===== src/sv/hat_ram.sv =====
`timescale 1ns / 1ps
// Generic simple dual-port RAM, one write and one registered read port.
// No dependencies.
module hat_ram #(
	parameter int WIDTH = 8,
	parameter int DEPTH = 16
) (
	input  logic                     clk,
	input  logic                     we,
	input  logic [$clog2(DEPTH)-1:0] waddr,
	input  logic [WIDTH-1:0]         wdata,
	input  logic                     re,
	input  logic [$clog2(DEPTH)-1:0] raddr,
	output logic [WIDTH-1:0]         rdata
);

	logic [WIDTH-1:0] mem [DEPTH];

	always_ff @(posedge clk) begin
		if (we) begin
			mem[waddr] <= wdata;
		end
		if (re) begin
			rdata <= mem[raddr];
		end
	end

endmodule


===== config.mk =====
export PLATFORM = sky130hd
export DESIGN_NAME = hat_ram
export DESIGN_NICKNAME = d
export VERILOG_FILES = /design/src/sv/hat_ram.sv
export SDC_FILE = /design/constraint.sdc
export NUM_CORES = 1
export LEC_CHECK = 0
export BUFFER_PORTS_ARGS = -buffer_cell sky130_fd_sc_hd__buf_2
export CAP_MARGIN = 40
export CELL_PAD_IN_SITES_DETAIL_PLACEMENT = 1
export CELL_PAD_IN_SITES_GLOBAL_PLACEMENT = 2
export CORE_UTILIZATION = 52
export CTS_CLUSTER_DIAMETER = 40
export CTS_CLUSTER_SIZE = 30
export DETAILED_ROUTE_END_ITERATION = 6
export GPL_ROUTABILITY_DRIVEN = 0
export PLACE_DENSITY = 0.87
export SYNTH_ARGS = -nofsm -noshare
export SYNTH_HDL_FRONTEND = slang
export SYNTH_SLANG_ARGS = --single-unit

===== constraint.sdc =====
create_clock -name clk -period 4.1 [get_ports clk]
set_input_delay 0.41 -clock clk [delete_from_list [all_inputs] [get_ports clk]]
set_output_delay 0.41 -clock clk [all_outputs]
set_load 0.01 [all_outputs]

==> results.json, run 1 <==
{
  "vdd_drop_max_mv": 0.262,
  "area_growth_pct": 17.6,
  "cts.repair.resized": 0,
  "avgSynthCellArea_sq_um": 22.8,
  "synth_top_area_frac": 0.781,
  "fp-row-count": 36,
  "fin_skew_ns": 0.00943,
  "die_x_um": 102,
  "vias_per_cell": 5.91,
  "grt_pass1_wl_mm": 16.1,
  "cp_max_fo": 21,
  "final_common_cell": "edfxtp_1",
  "clk_latency_ns": 0.52,
  "antenna_found_initial": 0,
  "ant_nets": 0,
  "synthTopCellsByArea": "edfxtp_1 (78%), mux4_2 (7.8%), mux4_1 (7.0%), a22oi_1 (2.3%), nor2_1 (0.93%)",
  "slew_violations": 0,
  "core_area_sq_um": 9770,
  "fmax_mhz": 583,
  "rsz0062_at_grt": "no",
  "slew_headroom": 0.383,
  "path_class": "input port to flop",
  "finalWirelength_mm": 10.8,
  "place_inst": 388,
  "ys_warn_count": 0,
  "worstSetupEndpointType": "flop",
  "synth-xor-area-share": 0,
  "cts_tree": "built",
  "drive_above_1_share": 0.300,
  "worstSetupStartpointType": "input port",
  "worstMarginPinSlew_ns": 0.921,
  "synth_top_family_by_area": "multiplexers",
  "cts_buffers": 17,
  "status": "finished, final reports clean",
  "synth_area_sq_um": 5230,
  "final_nets": 293,
  "synthMuxAreaShare": 0.148,
  "synth_edf_count": 136,
  "arrival_ns": 1.98,
  "antenna_cells": 0,
  "drt-pass1-iter-count": 4,
  "finalSetupTns_ns": 0,
  "overflow": 0,
  "cap_violations": 0,
  "p_total_uw": 3250,
  "hold_path.class": "input port to flop",
  "final_hold_viol_count": 0,
  "root_buffer": "clkbuf_8",
  "drtIter0Drc": 161,
  "wl_per_cell_um": 25.7,
  "yosysTopAreaCell": "edfxtp_1",
  "syn_nets": 248,
  "portBuffers": 26,
  "clkSinkCount": 136,
  "vias": 2484,
  "cts_hold_buf": 0,
  "min_period_ns": 1.72,
  "ys.flop_type": "edfxtp_1",
  "htreeDepth": 4,
  "post-cts-setup-buffers": 0,
  "drc_errors": 0,
  "seq_area_frac_synth": 0.781,
  "synth_compound_area_frac": 0.0230,
  "synth-simple-area-share": 0.0314,
  "syn-instance-count": 229,
  "p_per_area_nw_per_um2": 529,
  "clk_path_buf_depth": 2,
  "final_cell_mix": "edfxtp_1 (136), buf_2 (26), mux4_2 (18), a22oi_1 (16), clkbuf_16 (16)",
  "async_flop_share": 0,
  "synth_cell_types": 18,
  "stdcell_count": 420,
  "worstPathRequired_ns": 4.36,
  "synth_fa_ha_area_frac": 0,
  "synth_seq_cells": 136,
  "io_pins": 27,
  "initial_utilization": 0.535,
  "grt_pass1_vias": 2630,
  "chipHeight_um": 102,
  "period_share": 0.418,
  "grt_max_degree": 33,
  "grt.total_usage": 0.236,
  "setup_viol": 0,
  "clk_pin_slew_ns": 0.06,
  "die_area_sq_um": 10500,
  "dp.final_hpwl_mm": 7.06,
  "leakage_uw": 0.00206
}
[power breakdown]
group | switching, uW | leakage, uW | total [uW] | internal (uW)
clock network | 552 | 0.000283 | 1530 | 979
logic | 84.9 | 0.000536 | 143 | 57.9
registers | 8.88 | 0.00124 | 1580 | 1570
[final timing paths]
path	startpoint	endpoint	slack, ns	cells after the start
setup / recovery	raddr[0]	rdata[5]	2.38	5
setup reg to reg	mem[2][0]	rdata[0]	2.59	3
hold / removal	wdata[3]	mem[3][3]	0.26	1
hold reg to reg	mem[15][7]	rdata[7]	0.76	3
[cells in the mapped netlist (2+ instances only)]
| master | n |
|---|---|
| nor2_1 | 13 |
| a22oi_1 | 16 |
| nand2_1 | 9 |
| nand2b_1 | 2 |
| nand3b_1 | 2 |
| edfxtp_1 | 136 |
| buf_6 | 3 |
| mux4_1 | 14 |
| buf_2 | 3 |
| clkdlybuf4s25_2 | 3 |
| nor3_1 | 4 |
| mux4_2 | 18 |
[layer usage]
metal / global-route usage / part of all wire / up-vias
met5: 0 / 0 / -
li1: - / - / 1076
met3: 0.0581 / 0.057 / 15
met4: 0.107 / 0.016 / 0
met2: 0.367 / 0.49 / 100
met1: 0.319 / 0.44 / 1293
[sequential cells by signal, summed over array words and instances, names as in the netlist]
| name | count |
|---|---|
| mem | 128 |
| rdata | 8 |
[cell families (layout without fill, tap and decap cells)]
kind of cell / count (synthesis) / in the layout
mux: 32 / 32
compound gates: 16 / 16
buf+inv: 10 / 68
flops: 136 / 136
simple gates: 35 / 35
[worst max-delay path, stage by stage]
cell     delay (ns)
buf_2          0.34
buf_12         0.26
mux4_1         0.58
a22oi_1        0.28
nand2_1        0.10
[area by class of cell]
class	instances	area [sq um]
flip-flops and latches	136	4080
fillers	815	3630
multi-input cells	83	1070
clock buffers	18	418
repair buffers	36	225
clock inverters	14	181
well taps	133	166
[through the flow]
step | area [sq um] | hold WS (ns) | util | setup slack [ns]
3_3_place_gp | 5460 | 0.722 | 0.559 | 1.58
3_5_place_dp | 5550 | 0.748 | 0.568 | 1.79
6_report | 6150 | 0.263 | 0.629 | 2.38
4_1_cts | 6150 | 0.244 | 0.629 | 2.35
5_1_grt | 6150 | 0.249 | 0.629 | 2.27
2_1_floorplan | 5230 | 0.509 | - | 2.20
Power figures use the tool's default switching activity.
==> run 2: changes to the inputs <==
CORE_UTILIZATION = 43   (was 52)
PLACE_DENSITY = 0.77   (was 0.87)
clock period = 1.5 ns   (was 4.1 ns; I/O delays follow)
==> run 2 against run 1 <==
  * The run now ends with design-rule violations left
  * Sequential power grew to 2.7 times the previous value
  * Clock skew is 0.0029 ns lower
  * Wire length fell by 2.9%
  * Register-to-register slack got worse by 2.6 ns
  * Combinational power rose to 3.0 times the previous value
  * Via count shrank 0.20%
  * Count of clock-buffer cells in the layout is 1 lower
  * Clock power up 150%
  * Die area is 21% higher
  * Non-clock buffer count up 12
  * Global-route usage decreased by 5.4 points
  * Critical endpoint is now rdata[6]
  * Largest power group unchanged
==> results.json, run 2 (synthesized netlist as in run 1, its figures left out) <==
{
  "largest_reg_flops": 128,
  "clk_path_buf_depth": 2,
  "cp_max_fo": 1,
  "grt.total_usage": 0.182,
  "min_period_ns": 1.50,
  "combPwrFrac": 0.051,
  "clk_latency_ns": 0.41,
  "status": "complete, but fails checks",
  "cts_buffers": 17,
  "grt_pass1_wl_mm": 15.8,
  "slew_violations": 0,
  "timing.final.ws_setup_ns": 0.00353,
  "antenna_cells": 0,
  "wl_per_cell_um": 23.7,
  "chipHeight_um": 112,
  "n_fill_cell": 1033,
  "timing.rr.start": "mem[11][6]",
  "dp.final_hpwl_mm": 6.81,
  "place_area_sq_um": 5670,
  "io_pins": 27,
  "fin_skew_ns": 0.00656,
  "p_total_uw": 8560,
  "drt-pass1-iter-count": 6,
  "clk_pin_slew_ns": 0.06,
  "p_per_area_nw_per_um2": 1370,
  "p_sw_uw": 1820,
  "worstMarginPinSlew_ns": 0.853,
  "finalSetupTns_ns": 0,
  "fin_area_sq_um": 6250,
  "initial_utilization": 0.450,
  "grt_pass1_vias": 2702,
  "clkSinkCount": 136,
  "worstSetupStartpointType": "flop",
  "portBuffers": 26,
  "clock_power_share": 0.446,
  "overflow": 0,
  "drive_above_1_share": 0.365,
  "swShare": 0.213,
  "root_buffer": "clkbuf_16",
  "fp-row-count": 39,
  "rsz0062_at_grt": "yes",
  "hold_path_depth": 1,
  "violations": "design-rule violations",
  "antenna_found_initial": 0,
  "p_int_uw": 6740,
  "area_growth_pct": 19.5,
  "grt_max_degree": 24,
  "drc_errors": 2,
  "final_cell_mix": "edfxtp_1 (136), buf_2 (26), mux4_2 (21), buf_4 (18), clkbuf_16 (17)",
  "hold_path.class": "input port to flop",
  "fmax_mhz": 668,
  "pre_cts_slack_ns": -0.231,
  "path_class": "flop to flop",
  "crit_end": "rdata[6]",
  "vias": 2479,
  "core_area_sq_um": 11600,
  "ant_nets": 0,
  "final_hold_viol_count": 0,
  "crit_path_start": "mem[11][6]",
  "slew_headroom": 0.429,
  "leakage_uw": 0.00208,
  "period_share": 0.998,
  "r2r_setup_slack_ns": 0.004,
  "p_seq_frac": 0.503,
  "setup_viol": 0,
  "die_x_um": 112,
  "worstPathRequired_ns": 1.64,
  "vias_per_cell": 5.61,
  "finish.utilization": 0.538,
  "r2r_cells": 3,
  "htreeDepth": 4,
  "regMostFlops": "mem",
  "final_common_cell": "edfxtp_1",
  "final_nets": 305,
  "cap_violations": 0,
  "drtIter0Drc": 175,
  "cts_tree": "built",
  "worstReg2RegEnd": "rdata[6]",
  "vdd_drop_max_mv": 0.773,
  "worstSetupEndpointType": "flop",
  "reg.largest.list": "mem (128), rdata (8)",
  "die_area_sq_um": 12600,
  "arrival_ns": 1.64,
  "finalWirelength_mm": 10.5
}
-- run 2: changes by cell type in the layout (fill, tap and decap cells not counted), sizes merged --
cell      change
buf          +12
clkinvlp      +5
bufinv        -3
clkinv        -3
inv           +2
clkbuf        -1
-- run 2: final cells by class --
cell class / instances / area, sq um / share of cell area
tap: 143 / 179 / 0.0286
timing repair buffer: 48 / 345 / 0.0553
clock inverter: 15 / 130 / 0.0208
multi-input combinational: 83 / 1080 / 0.173
sequential: 136 / 4080 / 0.654
clock buffer: 17 / 425 / 0.0681
-- run 2: layer usage --
metal  GRT usage  wire, um
met1       0.228      4690
met2       0.300      5330
met3      0.0448       283
met4      0.0844       187
met5           0         0
-- run 2: worst min-delay path by stage --
stage          slack, ns   endpoint     start
4_1_cts              0.1   rdata[4]        re
6_report            0.10   rdata[7]        re
3_5_place_dp        0.52   rdata[4]        re
5_1_grt              0.1   rdata[7]        re
3_3_place_gp        0.52   rdata[4]        re
2_1_floorplan       0.25  mem[0][0]  wdata[0]
-- run 2: what timing repair did --
| item | 4_1_cts | 5_1_grt |
|---|---|---|
| gates resized for setup | 7 | 3 |
| hold buffers | 0 | 0 |
| endpoints found under the hold margin | 0 | 0 |
| buffers inserted | 0 | 0 |
| pin swaps | 2 | 2 |
| setup endpoints to repair | 3 | 4 |
-- run 2: through the flow --
step,hold WS (ns),std cells
global placement,0.522,410
floorplan,0.249,229
detailed placement,0.523,410
finish,0.102,442
global route,0.0990,442
CTS,0.0976,442
-- run 2: power by group through the flow --
stage	combinational, uW	sequential [uW]	clock [uW]
after floorplan	216	4390	0
after global placement	410	4380	0
after detailed placement	424	4380	0
after CTS	438	4300	3880
after global routing	467	4310	4010
final	436	4300	3820
-- run 2: worst max-delay path, stage by stage (launching register included) --
cell	delay, ns
edfxtp_1	0.37
mux4_2	0.50
a22oi_2	0.24
nand2_1	0.12
